File: src/csu_pkg.sv
// ----------------------------------------------------------------------------
// csu_pkg
// Shared types and constants for the cosine similarity unit.
// ----------------------------------------------------------------------------
`default_nettype none

package csu_pkg;

  localparam int unsigned MAX_TERMS_DEF = 1024;
  localparam int unsigned WEIGHT_BITS   = 16;
  localparam int unsigned W_FIELD       = 16;
  localparam int unsigned ACC_BITS      = 42;
  localparam int unsigned MUL_BITS      = 32;
  localparam int unsigned LACC_BITS     = 128;
  localparam int unsigned OPA_BITS      = 96;
  localparam int unsigned OPB_BITS      = 64;
  localparam int unsigned PROD2_BITS    = 2 * ACC_BITS;
  localparam int unsigned SIM_BITS      = 16;

  localparam logic [ACC_BITS-1:0] ACC_MAX = '1;
  localparam logic [W_FIELD-1:0]  WEIGHT_MASK =
    (WEIGHT_BITS >= W_FIELD) ? '1 : W_FIELD'((32'd1 << WEIGHT_BITS) - 32'd1);
  localparam logic [3:0] SIM_TOP = 4'd15;

  typedef enum logic [8:0] {
    S_IDLE  = 9'b000000001,
    S_QQ    = 9'b000000010,
    S_DD    = 9'b000000100,
    S_DRAIN = 9'b000001000,
    S_CHK   = 9'b000010000,
    S_LMUL  = 9'b000100000,
    S_LW    = 9'b001000000,
    S_LEND  = 9'b010000000,
    S_OUT   = 9'b100000000
  } state_e;

  typedef enum logic [3:0] {
    PH_P  = 4'b0001,
    PH_R  = 4'b0010,
    PH_SQ = 4'b0100,
    PH_L  = 4'b1000
  } phase_e;

  typedef enum logic [2:0] {
    TAG_NONE = 3'd0,
    TAG_DOT  = 3'd1,
    TAG_QSQ  = 3'd2,
    TAG_DSQ  = 3'd3,
    TAG_LONG = 3'd4
  } mul_tag_e;

  typedef struct packed {
    mul_tag_e   kind;
    logic [1:0] sh;
  } mul_tag_t;

  typedef struct packed {
    logic clear_sums;
    logic clear_long;
    logic set_ovf;
  } acc_ctrl_t;

  typedef struct packed {
    logic [ACC_BITS-1:0] dot;
    logic [ACC_BITS-1:0] qsq;
    logic [ACC_BITS-1:0] dsq;
    logic                ovf;
  } sums_t;

endpackage

`default_nettype wire

File: src/csu_mul.sv
// ----------------------------------------------------------------------------
// csu_mul
// Shared 32x32 multiplier with a registered product and a tag that follows it.
// ----------------------------------------------------------------------------
`default_nettype none

module csu_mul (
  input  wire logic                             clk_i,
  input  wire logic                             rst_ni,
  input  wire logic [csu_pkg::MUL_BITS-1:0]     a_i,
  input  wire logic [csu_pkg::MUL_BITS-1:0]     b_i,
  input  wire csu_pkg::mul_tag_t                tag_i,
  output logic      [2*csu_pkg::MUL_BITS-1:0]   prod_o,
  output csu_pkg::mul_tag_t                     tag_o
);

  logic [2*csu_pkg::MUL_BITS-1:0] prod_d, prod_q;
  csu_pkg::mul_tag_t              tag_q;

  assign prod_d = a_i * b_i;

  always_ff @(posedge clk_i or negedge rst_ni) begin
    if (!rst_ni) begin
      tag_q <= '{kind: csu_pkg::TAG_NONE, sh: 2'd0};
    end else begin
      tag_q <= tag_i;
    end
  end

  always_ff @(posedge clk_i) begin
    prod_q <= prod_d;
  end

  assign prod_o = prod_q;
  assign tag_o  = tag_q;

endmodule

`default_nettype wire

File: src/csu_accum.sv
// ----------------------------------------------------------------------------
// csu_accum
// Saturating running sums and the wide accumulator for long multiplies.
// ----------------------------------------------------------------------------
`default_nettype none

module csu_accum (
  input  wire logic                              clk_i,
  input  wire logic                              rst_ni,
  input  wire logic [2*csu_pkg::MUL_BITS-1:0]    prod_i,
  input  wire csu_pkg::mul_tag_t                 tag_i,
  input  wire csu_pkg::acc_ctrl_t                ctrl_i,
  output csu_pkg::sums_t                         sums_o,
  output logic      [csu_pkg::LACC_BITS-1:0]     lacc_o
);

  logic [csu_pkg::ACC_BITS-1:0]  dot_q, dot_d, qsq_q, qsq_d, dsq_q, dsq_d;
  logic                          ovf_q, ovf_d;
  logic [csu_pkg::LACC_BITS-1:0] lacc_q, lacc_d;
  logic [csu_pkg::ACC_BITS-1:0]  sel_acc, sat_res;
  logic [csu_pkg::ACC_BITS:0]    sum;
  logic                          sat;

  always_comb begin
    case (tag_i.kind)
      csu_pkg::TAG_DOT: sel_acc = dot_q;
      csu_pkg::TAG_QSQ: sel_acc = qsq_q;
      csu_pkg::TAG_DSQ: sel_acc = dsq_q;
      default:          sel_acc = '0;
    endcase
    sum     = {1'b0, sel_acc} + (csu_pkg::ACC_BITS + 1)'(prod_i[csu_pkg::MUL_BITS-1:0]);
    sat     = sum[csu_pkg::ACC_BITS];
    sat_res = sat ? csu_pkg::ACC_MAX : sum[csu_pkg::ACC_BITS-1:0];
  end

  always_comb begin
    dot_d  = dot_q;
    qsq_d  = qsq_q;
    dsq_d  = dsq_q;
    ovf_d  = ovf_q;
    lacc_d = lacc_q;
    case (tag_i.kind)
      csu_pkg::TAG_DOT:  dot_d = sat_res;
      csu_pkg::TAG_QSQ:  qsq_d = sat_res;
      csu_pkg::TAG_DSQ:  dsq_d = sat_res;
      csu_pkg::TAG_LONG: lacc_d = lacc_q +
        (csu_pkg::LACC_BITS'(prod_i) << {tag_i.sh, 5'd0});
      default: ;
    endcase
    if (tag_i.kind inside {csu_pkg::TAG_DOT, csu_pkg::TAG_QSQ, csu_pkg::TAG_DSQ} && sat) begin
      ovf_d = 1'b1;
    end
    if (ctrl_i.set_ovf) begin
      ovf_d = 1'b1;
    end
    if (ctrl_i.clear_sums) begin
      dot_d = '0;
      qsq_d = '0;
      dsq_d = '0;
      ovf_d = 1'b0;
    end
    if (ctrl_i.clear_long) begin
      lacc_d = '0;
    end
  end

  always_ff @(posedge clk_i or negedge rst_ni) begin
    if (!rst_ni) begin
      dot_q <= '0;
      qsq_q <= '0;
      dsq_q <= '0;
      ovf_q <= 1'b0;
    end else begin
      dot_q <= dot_d;
      qsq_q <= qsq_d;
      dsq_q <= dsq_d;
      ovf_q <= ovf_d;
    end
  end

  always_ff @(posedge clk_i) begin
    lacc_q <= lacc_d;
  end

  assign sums_o = '{dot: dot_q, qsq: qsq_q, dsq: dsq_q, ovf: ovf_q};
  assign lacc_o = lacc_q;

endmodule

`default_nettype wire

File: src/csu_ctrl.sv
// ----------------------------------------------------------------------------
// csu_ctrl
// Sequencer: pair intake, long multiplies, bitwise cosine search, output reg.
// ----------------------------------------------------------------------------
`default_nettype none

module csu_ctrl #(
  parameter int unsigned MAX_TERMS = csu_pkg::MAX_TERMS_DEF
) (
  input  wire logic                              clk_i,
  input  wire logic                              rst_ni,
  input  wire logic                              s_axis_tvalid_i,
  output logic                                   s_axis_tready_o,
  input  wire logic [2*csu_pkg::W_FIELD-1:0]     s_axis_tdata_i,
  input  wire logic                              s_axis_tlast_i,
  output logic                                   m_axis_tvalid_o,
  input  wire logic                              m_axis_tready_i,
  output logic      [csu_pkg::SIM_BITS-1:0]      m_axis_tdata_o,
  output logic      [1:0]                        m_axis_tuser_o,
  output logic      [csu_pkg::MUL_BITS-1:0]      mul_a_o,
  output logic      [csu_pkg::MUL_BITS-1:0]      mul_b_o,
  output csu_pkg::mul_tag_t                      mul_tag_o,
  output csu_pkg::acc_ctrl_t                     acc_ctrl_o,
  input  wire csu_pkg::sums_t                    sums_i,
  input  wire logic [csu_pkg::LACC_BITS-1:0]     lacc_i
);

  localparam int unsigned CNT_W = $clog2(MAX_TERMS + 1);

  csu_pkg::state_e state_q, state_d;
  csu_pkg::phase_e phase_q, phase_d;

  logic [csu_pkg::W_FIELD-1:0]    q_in, d_in, q_q, q_d, d_q, d_d;
  logic                           last_q, last_d;
  logic [CNT_W-1:0]               cnt_q, cnt_d;
  logic [csu_pkg::OPA_BITS-1:0]   op_a_q, op_a_d;
  logic [csu_pkg::OPB_BITS-1:0]   op_b_q, op_b_d;
  logic [1:0]                     imax_q, imax_d, i_q, i_d;
  logic                           jmax_q, jmax_d, j_q, j_d;
  logic [csu_pkg::PROD2_BITS-1:0] p_q, p_d, r_q, r_d;
  logic [csu_pkg::SIM_BITS-1:0]   s_q, s_d, res_q, res_d;
  logic [3:0]                     b_q, b_d, b_new;
  logic                           zero_q, zero_d;
  logic                           out_valid_q, out_valid_d;
  logic [csu_pkg::SIM_BITS-1:0]   out_sim_q, out_sim_d;
  logic                           out_zero_q, out_zero_d, out_ovf_q, out_ovf_d;
  logic                           accept, fits, search_done;
  logic [csu_pkg::SIM_BITS-1:0]   trial, s_new, t_next, t_first;

  assign q_in   = s_axis_tdata_i[csu_pkg::W_FIELD-1:0] & csu_pkg::WEIGHT_MASK;
  assign d_in   = s_axis_tdata_i[2*csu_pkg::W_FIELD-1:csu_pkg::W_FIELD] & csu_pkg::WEIGHT_MASK;
  assign accept = s_axis_tvalid_i && s_axis_tready_o;

  assign s_axis_tready_o = (state_q == csu_pkg::S_IDLE);

  assign fits = (lacc_i <= {14'd0, r_q, 30'd0});
  assign trial       = s_q | (csu_pkg::SIM_BITS'(1) << b_q);
  assign s_new       = fits ? trial : s_q;
  assign search_done = (b_q == csu_pkg::SIM_TOP && fits) || (b_q == 4'd0);
  assign b_new       = b_q - 4'd1;
  assign t_next      = s_new | (csu_pkg::SIM_BITS'(1) << b_new);
  assign t_first     = csu_pkg::SIM_BITS'(1) << csu_pkg::SIM_TOP;

  always_comb begin
    state_d     = state_q;
    phase_d     = phase_q;
    q_d         = q_q;
    d_d         = d_q;
    last_d      = last_q;
    cnt_d       = cnt_q;
    op_a_d      = op_a_q;
    op_b_d      = op_b_q;
    imax_d      = imax_q;
    jmax_d      = jmax_q;
    i_d         = i_q;
    j_d         = j_q;
    p_d         = p_q;
    r_d         = r_q;
    s_d         = s_q;
    b_d         = b_q;
    res_d       = res_q;
    zero_d      = zero_q;
    out_sim_d   = out_sim_q;
    out_zero_d  = out_zero_q;
    out_ovf_d   = out_ovf_q;
    out_valid_d = out_valid_q && !m_axis_tready_i;
    mul_a_o     = '0;
    mul_b_o     = '0;
    mul_tag_o   = '{kind: csu_pkg::TAG_NONE, sh: 2'd0};
    acc_ctrl_o  = '0;

    case (state_q)
      csu_pkg::S_IDLE: begin
        if (accept) begin
          if (cnt_q >= CNT_W'(MAX_TERMS)) begin
            acc_ctrl_o.set_ovf = 1'b1;
            state_d = s_axis_tlast_i ? csu_pkg::S_CHK : csu_pkg::S_IDLE;
          end else begin
            cnt_d     = cnt_q + CNT_W'(1);
            q_d       = q_in;
            d_d       = d_in;
            last_d    = s_axis_tlast_i;
            mul_a_o   = csu_pkg::MUL_BITS'(q_in);
            mul_b_o   = csu_pkg::MUL_BITS'(d_in);
            mul_tag_o = '{kind: csu_pkg::TAG_DOT, sh: 2'd0};
            state_d   = csu_pkg::S_QQ;
          end
        end
      end
      csu_pkg::S_QQ: begin
        mul_a_o   = csu_pkg::MUL_BITS'(q_q);
        mul_b_o   = csu_pkg::MUL_BITS'(q_q);
        mul_tag_o = '{kind: csu_pkg::TAG_QSQ, sh: 2'd0};
        state_d   = csu_pkg::S_DD;
      end
      csu_pkg::S_DD: begin
        mul_a_o   = csu_pkg::MUL_BITS'(d_q);
        mul_b_o   = csu_pkg::MUL_BITS'(d_q);
        mul_tag_o = '{kind: csu_pkg::TAG_DSQ, sh: 2'd0};
        state_d   = last_q ? csu_pkg::S_DRAIN : csu_pkg::S_IDLE;
      end
      csu_pkg::S_DRAIN: begin
        state_d = csu_pkg::S_CHK;
      end
      csu_pkg::S_CHK: begin
        if (sums_i.qsq == '0 || sums_i.dsq == '0) begin
          res_d   = '0;
          zero_d  = 1'b1;
          state_d = csu_pkg::S_OUT;
        end else begin
          zero_d  = 1'b0;
          phase_d = csu_pkg::PH_P;
          op_a_d  = csu_pkg::OPA_BITS'(sums_i.qsq);
          op_b_d  = csu_pkg::OPB_BITS'(sums_i.dsq);
          imax_d  = 2'd1;
          jmax_d  = 1'b1;
          i_d     = 2'd0;
          j_d     = 1'b0;
          acc_ctrl_o.clear_long = 1'b1;
          state_d = csu_pkg::S_LMUL;
        end
      end
      csu_pkg::S_LMUL: begin
        mul_a_o   = op_a_q[csu_pkg::MUL_BITS*i_q +: csu_pkg::MUL_BITS];
        mul_b_o   = op_b_q[csu_pkg::MUL_BITS*j_q +: csu_pkg::MUL_BITS];
        mul_tag_o = '{kind: csu_pkg::TAG_LONG, sh: i_q + 2'(j_q)};
        if (j_q != jmax_q) begin
          j_d = 1'b1;
        end else begin
          j_d = 1'b0;
          if (i_q == imax_q) begin
            state_d = csu_pkg::S_LW;
          end else begin
            i_d = i_q + 2'd1;
          end
        end
      end
      csu_pkg::S_LW: begin
        state_d = csu_pkg::S_LEND;
      end
      csu_pkg::S_LEND: begin
        i_d     = 2'd0;
        j_d     = 1'b0;
        state_d = csu_pkg::S_LMUL;
        acc_ctrl_o.clear_long = 1'b1;
        case (phase_q)
          csu_pkg::PH_P: begin
            p_d     = lacc_i[csu_pkg::PROD2_BITS-1:0];
            phase_d = csu_pkg::PH_R;
            op_a_d  = csu_pkg::OPA_BITS'(sums_i.dot);
            op_b_d  = csu_pkg::OPB_BITS'(sums_i.dot);
            imax_d  = 2'd1;
            jmax_d  = 1'b1;
          end
          csu_pkg::PH_R: begin
            r_d     = lacc_i[csu_pkg::PROD2_BITS-1:0];
            s_d     = '0;
            b_d     = csu_pkg::SIM_TOP;
            phase_d = csu_pkg::PH_SQ;
            op_a_d  = csu_pkg::OPA_BITS'(t_first);
            op_b_d  = csu_pkg::OPB_BITS'(t_first);
            imax_d  = 2'd0;
            jmax_d  = 1'b0;
          end
          csu_pkg::PH_SQ: begin
            phase_d = csu_pkg::PH_L;
            op_a_d  = csu_pkg::OPA_BITS'(p_q);
            op_b_d  = csu_pkg::OPB_BITS'(lacc_i[csu_pkg::MUL_BITS-1:0]);
            imax_d  = 2'd2;
            jmax_d  = 1'b0;
          end
          default: begin
            s_d = s_new;
            if (search_done) begin
              res_d   = s_new;
              state_d = csu_pkg::S_OUT;
              acc_ctrl_o.clear_long = 1'b0;
            end else begin
              b_d     = b_new;
              phase_d = csu_pkg::PH_SQ;
              op_a_d  = csu_pkg::OPA_BITS'(t_next);
              op_b_d  = csu_pkg::OPB_BITS'(t_next);
              imax_d  = 2'd0;
              jmax_d  = 1'b0;
            end
          end
        endcase
      end
      csu_pkg::S_OUT: begin
        if (!out_valid_q || m_axis_tready_i) begin
          out_valid_d = 1'b1;
          out_sim_d   = res_q;
          out_zero_d  = zero_q;
          out_ovf_d   = sums_i.ovf;
          cnt_d       = '0;
          acc_ctrl_o.clear_sums = 1'b1;
          state_d     = csu_pkg::S_IDLE;
        end
      end
      default: begin
        state_d = csu_pkg::S_IDLE;
      end
    endcase
  end

  always_ff @(posedge clk_i or negedge rst_ni) begin
    if (!rst_ni) begin
      state_q     <= csu_pkg::S_IDLE;
      phase_q     <= csu_pkg::PH_P;
      cnt_q       <= '0;
      i_q         <= '0;
      j_q         <= 1'b0;
      imax_q      <= '0;
      jmax_q      <= 1'b0;
      b_q         <= '0;
      last_q      <= 1'b0;
      out_valid_q <= 1'b0;
    end else begin
      state_q     <= state_d;
      phase_q     <= phase_d;
      cnt_q       <= cnt_d;
      i_q         <= i_d;
      j_q         <= j_d;
      imax_q      <= imax_d;
      jmax_q      <= jmax_d;
      b_q         <= b_d;
      last_q      <= last_d;
      out_valid_q <= out_valid_d;
    end
  end

  always_ff @(posedge clk_i) begin
    q_q        <= q_d;
    d_q        <= d_d;
    op_a_q     <= op_a_d;
    op_b_q     <= op_b_d;
    p_q        <= p_d;
    r_q        <= r_d;
    s_q        <= s_d;
    res_q      <= res_d;
    zero_q     <= zero_d;
    out_sim_q  <= out_sim_d;
    out_zero_q <= out_zero_d;
    out_ovf_q  <= out_ovf_d;
  end

  assign m_axis_tvalid_o = out_valid_q;
  assign m_axis_tdata_o  = out_sim_q;
  assign m_axis_tuser_o  = {out_ovf_q, out_zero_q};

endmodule

`default_nettype wire

File: src/cosine_similarity_unit.sv
// ----------------------------------------------------------------------------
// cosine_similarity_unit
// Cosine similarity of two Q8.8 weight vectors streamed one pair at a time.
// ----------------------------------------------------------------------------
// Input stream: one transaction per element pair, query weight in tdata[15:0],
// document weight in tdata[31:16], tlast on the final pair of the vectors.
// Output stream: one transaction per vector, Q1.15 similarity in tdata, with
// tuser[0] = zero magnitude and tuser[1] = overflow.
// One 32x32 multiplier computes the three products of a pair in turn; a pair
// past the pair limit is not summed and only sets the overflow flag.
// When a sum of squares is zero the result is 0 with tuser[0] set; otherwise
// the search tests the top result bit first and stops there when it fits,
// else it tests all 16 result bits down to bit 0.
// The final result is a bit-by-bit search where each trial is a chain of
// 32-bit partial products through the same multiplier.
// tready is low while a pair or a final result is being computed. A finished
// result waits in the output register; pairs of the next vector are accepted
// meanwhile, and only the next final result waits for the receiver.
// Reset clears all sums, the pair count and the output valid.
// ----------------------------------------------------------------------------
`default_nettype none

module cosine_similarity_unit #(
  parameter int unsigned MAX_TERMS = csu_pkg::MAX_TERMS_DEF
) (
  input  wire logic        clk_i,
  input  wire logic        rst_ni,
  input  wire logic        s_axis_tvalid_i,
  output logic             s_axis_tready_o,
  input  wire logic [31:0] s_axis_tdata_i,  // [15:0] query_weight, [31:16] doc_weight
  input  wire logic        s_axis_tlast_i,
  output logic             m_axis_tvalid_o,
  input  wire logic        m_axis_tready_i,
  output logic      [15:0] m_axis_tdata_o,  // [15:0] similarity
  output logic      [1:0]  m_axis_tuser_o   // [0] zero_magnitude, [1] overflow
);

  logic [csu_pkg::MUL_BITS-1:0]   mul_a, mul_b;
  logic [2*csu_pkg::MUL_BITS-1:0] prod;
  csu_pkg::mul_tag_t              tag_req, tag_res;
  csu_pkg::acc_ctrl_t             acc_ctrl;
  csu_pkg::sums_t                 sums;
  logic [csu_pkg::LACC_BITS-1:0]  lacc;

  csu_ctrl #(
    .MAX_TERMS (MAX_TERMS)
  ) u_ctrl (
    .clk_i           (clk_i),
    .rst_ni          (rst_ni),
    .s_axis_tvalid_i (s_axis_tvalid_i),
    .s_axis_tready_o (s_axis_tready_o),
    .s_axis_tdata_i  (s_axis_tdata_i),
    .s_axis_tlast_i  (s_axis_tlast_i),
    .m_axis_tvalid_o (m_axis_tvalid_o),
    .m_axis_tready_i (m_axis_tready_i),
    .m_axis_tdata_o  (m_axis_tdata_o),
    .m_axis_tuser_o  (m_axis_tuser_o),
    .mul_a_o         (mul_a),
    .mul_b_o         (mul_b),
    .mul_tag_o       (tag_req),
    .acc_ctrl_o      (acc_ctrl),
    .sums_i          (sums),
    .lacc_i          (lacc)
  );

  csu_mul u_mul (
    .clk_i  (clk_i),
    .rst_ni (rst_ni),
    .a_i    (mul_a),
    .b_i    (mul_b),
    .tag_i  (tag_req),
    .prod_o (prod),
    .tag_o  (tag_res)
  );

  csu_accum u_accum (
    .clk_i  (clk_i),
    .rst_ni (rst_ni),
    .prod_i (prod),
    .tag_i  (tag_res),
    .ctrl_i (acc_ctrl),
    .sums_o (sums),
    .lacc_o (lacc)
  );

endmodule

`default_nettype wire

File: config.mk
export PLATFORM = sky130hd
export DESIGN_NAME = cosine_similarity_unit
export DESIGN_NICKNAME = d
export VERILOG_FILES = /design/src/csu_pkg.sv /design/src/csu_mul.sv /design/src/csu_accum.sv /design/src/csu_ctrl.sv /design/src/cosine_similarity_unit.sv
export SDC_FILE = /design/constraint.sdc
export NUM_CORES = 2
export LEC_CHECK = 0
export ABC_AREA = 1
export BUFFER_PORTS_ARGS = -buffer_cell sky130_fd_sc_hd__buf_2
export CAP_MARGIN = 20
export CORE_MARGIN = 4
export CORE_UTILIZATION = 40
export CTS_CLUSTER_DIAMETER = 30
export CTS_CLUSTER_SIZE = 30
export DETAILED_ROUTE_END_ITERATION = 10
export PLACE_DENSITY = 0.52
export SYNTH_ARGS = -nofsm -noshare
export SYNTH_HDL_FRONTEND = slang
export SYNTH_SLANG_ARGS = --single-unit
File: constraint.sdc
create_clock -name clk_i -period 8.9 [get_ports clk_i]
set_input_delay 1.335 -clock clk_i [delete_from_list [all_inputs] [get_ports clk_i]]
set_output_delay 1.335 -clock clk_i [all_outputs]
set_load 0.05 [all_outputs]
# After elaboration in Yosys (flattened, before gate mapping)
# Index checks and enable logic that the tools add are counted.
# word_totals
romBits,0
latchBits,0
word_cells,198
ramBits,0
register_bits,771
mem_count,0
# op_classes
n_mux,82
reduce_logical,36
eq_ne,32
n_shift,5
n_lt_le_gt_ge,2
multipliers,1
addsub,6
n_div,0
bitwise_logic,4
# op_table
cell,n
2-to-1 mux 42 bit,7
one-hot mux 96 bit (3 select lines),1
one-hot mux 32 bit (4 select lines),2
2-to-1 mux 96 bit,2
one-hot mux 64 bit (3 select lines),1
one-hot mux 96 bit (2 select lines),1
adder 128 bit,1
<= comparator 128 x 114 -> 1 bit,1
2-to-1 mux 64 bit,2
one-hot mux 64 bit (2 select lines),1
left shift 64 x 7 -> 128 bit,1
one-hot mux 42 bit (3 select lines),1
2-to-1 mux 16 bit,6
variable part select 96 x 8 -> 32 bit,1
logical NOT 42 bit,2
one-hot mux 9 bit (9 select lines),1
2-to-1 mux 9 bit,8
multiplier 32 x 32 -> 64 bit,1
2-to-1 mux 32 bit,2
one-hot mux 16 bit (2 select lines),2
variable part select 64 x 7 -> 32 bit,1
adder 42 x 32 -> 43 bit,1
2-to-1 mux 11 bit,3
bitwise OR 16 bit,2
other kinds (53),117

# Longest topological paths before layout
# logic_depth
ltp_word,7
mapped_depth,46
mapped_depth_nobuf,44

# Modules after synthesis
# A second synthesis with hierarchy kept.
# unflattened
hier_cells,12446
hier_area_um2,85929.9
# by_module_without_submodules
module,cells_each,area_each_um2,n_inst
csu_mul,5001,37438.4,1
csu_accum,5453,28352.2,1
csu_ctrl,1992,20139.3,1

# Worst setup path before layout
# Ideal clock, no wire load.
# synth_timing
kind,flip-flop to flip-flop
from,reg u_ctrl.state_q[5]
to,"reg u_mul.prod_q, in the netlist u_mul.prod_o[40]"
synth_period_minus_slack_ps,8687
n_path_buf,2
t_arrival_ps,8566
setup_time_ps,121
setup_slack_ps,213
stages_incl_launch_ff,39
cell_sequence,dfrtp_1 -> nor2_1 -> inv_1 -> nor2_4 -> nand2_2 -> nor2_2 -> nand3_2 -> inv_1 -> buf_2 -> nand2_1 -> nand2_2 -> inv_2 -> buf_2 -> nor2_1 -> fa_1 -> fa_1 -> fa_1 -> inv_1 -> (+3 left out) -> inv_1 -> fa_1 -> inv_1 -> fa_1 -> inv_1 -> fa_1 -> inv_1 -> ha_1 -> nand2_1 -> nor2_1 -> inv_1 -> nor2_1 -> nand3_1 -> o211ai_1 -> a21oi_1 -> nor2_1 -> nor2_1 -> xnor2_1
# synth_between
elab_chain_cells,5
word_cells_on_any_way,10
cone_classes,1 x mul; 4 x eq/ne; 4 x mux; 1 x reduce/logical
# synth_lines
item,line_no,text
from (decl),csu_ctrl.sv:30,"csu_pkg::state_e state_q, state_d;"
from (signal assigned),csu_ctrl.sv:228,state_q <= csu_pkg::S_IDLE;
from (signal assigned),csu_ctrl.sv:239,state_q <= state_d;
== test 9 x 1 -> 1 bit *,csu_ctrl.sv:54,assign s_axis_tready_o = (state_q == csu_pkg::S_IDLE);
net s_axis_tready_o,cosine_similarity_unit.sv:29,"output logic s_axis_tready_o,"
logical AND 1 bit,csu_ctrl.sv:52,assign accept = s_axis_tvalid_i && s_axis_tready_o;
2-to-1 mux 32 bit,csu_ctrl.sv:94,if (accept) begin
one-hot mux 32 bit (4 select lines),csu_ctrl.sv:92,case (state_q)
multiplier 32 x 32 -> 64 bit *,csu_mul.sv:20,assign prod_d = a_i * b_i;
net u_mul.prod_d (one bit),csu_mul.sv:17,"logic [2*csu_pkg::MUL_BITS-1:0] prod_d, prod_q;"
to (signal assigned),csu_mul.sv:31,prod_q <= prod_d;
to (decl),csu_mul.sv:17,
# Mark *: on every way through the listed nets, which the timed path passes. The rest lies on a longest branch.
# A chain may end at the register's enable or synchronous reset.

# Worst setup path in the final report
# layout_timing
from,reg u_ctrl.i_q[1]
to,"reg u_mul.prod_q, in the netlist u_mul.prod_o[51]"
# layout_between
elab_chain_cells,3
# layout_lines
item,line_no,text
from (decl),csu_ctrl.sv:38,"logic [1:0] imax_q, imax_d, i_q, i_d;"
from (signal assigned),csu_ctrl.sv:242,i_q <= i_d;
variable part select 96 x 8 -> 32 bit,csu_ctrl.sv:144,mul_a_o = op_a_q[csu_pkg::MUL_BITS*i_q +: csu_pkg::MUL_BITS];
one-hot mux 32 bit (4 select lines),csu_ctrl.sv:92,
multiplier 32 x 32 -> 64 bit,csu_mul.sv:20,
net u_mul.prod_d (one bit),csu_mul.sv:17,
# The timed path passes the listed nets, and every way through them passes these cells.

==> impl_results.md <==
- Outcome: completed
- Metal2 WL: 166000 um
- Top sig layer: met5
- Unrepaired setup endpoints after global routing: yes
- Post-synth cell types: between 60 and 70
- Clock skew: roughly 0.13 ns
- Finish-stage setup viols: 0
- Dpl hpwl: just over 300000 um
- Yosys top cell by area: fa_1
- Post-synth top flop: edfxtp_1
- Die width: between 400 and 500 um
- Final setup margin: ~0.15 ns
- Minimum clock period: between 8 and 9 ns
- Clock tree buffer depth: 3
- Post-Route M1 WL: around 150000 um
- Initial antenna violation count: 19
- Layout cell share with drive strength beyond 1: 0.1275
- Nets: between 10000 and 15000
- Initial Utilization: 0.4033
- Crit. End Element: flip-flop
- Core Region: around 200000 sq um
- DR pass1 iterations: 6
- Max_slew headroom: 0.1533
- Top post-synthesis cells by area: fa_1 22%, edfxtp_1 14%, nand2_1 12%
- Startpoint types: flip-flop
- Met3 routed WL: 28400 um
- Crit path max fanout: 12
- Most common cell in the netlist: nand2_1
- Setup CP Type: reg2reg
- Drt via density: roughly 5.3
- P per Cell Area: 198.2 nW/um^2
- Gpl congestion: ~1.0
- Die area: 209200 sq um
- Clock Latency Late Sink: around 0.9 ns
- Post-synth top area share: 0.2226
- Worst Tran Pin Value: ~1.3 ns
- GR Overflow Total: 0
- WHS: 0.3653 ns
- Post-Syn Area: 80760 sq um
- Fillers: slightly above 20000
- Final wirelength: ~370000 um
- Peak VDD IR: between 200 and 250 uV
- Synth warnings: 0
- Post-synth top cells: 2571 x nand2_1, 2215 x inv_1, 1371 x nor2_1, 898 x fa_1, 529 x a21oi_1
- Largest net degree at the start of global routing: approximately 120
- Vert. Die Dim: approximately 460 um
- Mapped Avg Cell Area: ~7.5 sq um
- Worst Path Arrival: ~9.5 ns
- CP max-delay cell: fa_1
- Fmax: approximately 0.11 GHz
- Port Buffer Count: 56
- Dpl ws: -0.4090 ns
- Flop-to-flop setup slack: 0.15 ns
- Via count: roughly 76000
- Endpoints failing hold: 0
- Part of the Yosys area used for sequential elements: 0.2395
- Cells after Synth: around 11000
- Max Slew Vio Count: 0
- Final core occ: 0.4888
- Number of CTS-inserted buffers: ~220
- Synthesized flop and latch total: ~740
- Final setup TNS: 0 ns
- Max_cap viols: 0
- DRT iter0 DRCs: between 7000 and 8000
- Drt drc: 0
- Net count after synthesis: about 12000
- # H-tree levels: 4
- CP required: 9.59 ns
- Vias in the first global route: 76710
- Final std cells w/o fill: between 10000 and 15000
- Area Overhead vs Synth: 21.20%
- Period utilization: 0.9834
- Global-route wire length before repair: between 500000 and 600000 um
- Antenna-violating nets left: 0
- GRT Util Overall: 0.3458
- I/O Pins: 57
- Avg WL per Cell: around 26 um
- Row count: roughly 160
- CTS tree: yes
- Hold bufs inserted after CTS: 0
- Placed Cells: roughly 14000
- HP Class: reg2reg
- P_leak: about 49 nW
- Clock Pin Slew Worst Setup and Hold Paths: about 0.05 ns
- Delay of the slowest critical-path stage: 0.63 ns
- EDFF count, synth: ~380
- # clock sinks: about 740
- Ys async rst share: 0.2269
- Root Buffer: clkbuf_16
- CP most frequent cell: fa_1
## path summary, 6_finish.rpt
kind	from	end	cells past startpoint
setup reg to reg	u_ctrl.i_q[1]$_DFFE_PN0P_	u_mul.prod_o[51]$_DFF_P_	36
hold / removal	u_ctrl.res_q[5]$_SDFFCE_PN0P_	u_ctrl.m_axis_tdata_o[5]$_DFFE_PP_	0
max in group asynchronous	rst_ni	u_accum.qsq_q[28]$_DFFE_PN0P_	2
hold reg to reg	u_ctrl.res_q[5]$_SDFFCE_PN0P_	u_ctrl.m_axis_tdata_o[5]$_DFFE_PP_	0
min in group asynchronous	rst_ni	u_accum.qsq_q[5]$_DFFE_PN0P_	1
setup / recovery	u_ctrl.i_q[1]$_DFFE_PN0P_	u_mul.prod_o[51]$_DFF_P_	36
## state kept, by name, summed over array words and instances, names as in the netlist, 3 cells and up
register	cells
u_ctrl.m_axis_tdata_o	16
u_ctrl.d_q	16
u_accum.lacc_o	128
u_accum.qsq_q	42
u_accum.dot_q	42
u_ctrl.state_q	9
u_ctrl.op_a_q	84
u_ctrl.p_q	84
u_ctrl.s_q	16
u_ctrl.op_b_q	42
u_accum.dsq_q	42
u_ctrl.cnt_q	11
u_ctrl.q_q	16
u_mul.prod_o	64
u_ctrl.b_q	4
u_ctrl.r_q	84
u_ctrl.phase_q	3
u_mul.tag_o	5
u_ctrl.res_q	16
## cell families (layout without fill, tap and decap cells)
kind of cell               Yosys count  count (layout)  synth area share
DFF                                736             736            0.2395
other                                0               7                 0
muxes                                1               1         0.0001239
adders and majority gates         1414            1414            0.3025
AOI/OAI and AO/OA                 1319            1319           0.09021
and+or+nand+nor                   4596            4596            0.2295
buffers and inverters             2588            3463            0.1235
xor gates and xnor gates           134             134           0.01453
## cell usage in the layout (no fill, tap or decap), drive strengths merged, types with 32 or more instances in the layout
master and n:
nand4 55, nand2 2586, o21ai 549, dfrtp 165
nor3 69, ha 516, xnor2 38, clkinv 105
dfxtp 192, inv 2254, fa 898, a21oi 549
a221oi 32, o21bai 40, nor4 33, edfxtp 377
xor2 96, nand3 389, buf 781, clkbuf 275
nor2 1400
## final cells by class
class | count | area, sq um | share of cell area
sequential | 736 | 19350 | 0.1977
inverter | 2264 | 8532 | 0.08716
tap | 2656 | 3323 | 0.03395
clock buffer | 275 | 6036 | 0.06166
clock inverter | 143 | 1763 | 0.01801
timing repair buffer | 781 | 6684 | 0.06828
multi-input combinational | 7464 | 52180 | 0.5331
antenna | 7 | 17.52 | 0.0001790
## repair_timing
item,in CTS,in global routing
cloned,0,0
buffers inserted,4,6
gates resized for setup,34,185
setup endpoints to repair,38,43
pin swaps,3,25
## power by group
group	switching (mW)	internal (mW)
logic	4.51	2.21
clock network	2.59	5.40
registers	0.595	4.09
total	7.70	11.7
## per-stage QoR
step	area (sq um)	total power, mW
global route	97870	20.27
global placement	89240	11.14
CTS	97230	19.24
finish	97890	19.40
floorplan	80760	7.994
detailed placement	89240	11.14
## layer usage
| metal | vias up | GRT usage |
|---|---|---|
| li1 | 34620 | - |
| met1 | 37540 | 0.4414 |
| met4 | 4 | 0.1784 |
| met2 | 3198 | 0.5557 |
| met5 | - | 0 |
| met3 | 726 | 0.06980 |
## worst max-delay path, delay by kind of cell (launching register included)
family,cells,cell delay (ns)
fa+ha+maj,9,4.43
buf+inv,14,1.93
simple gates,8,1.01
compound gates,4,0.55
flops,1,0.44
xor+xnor,1,0.21
No activity file was read; power rests on OpenSTA's default activity.
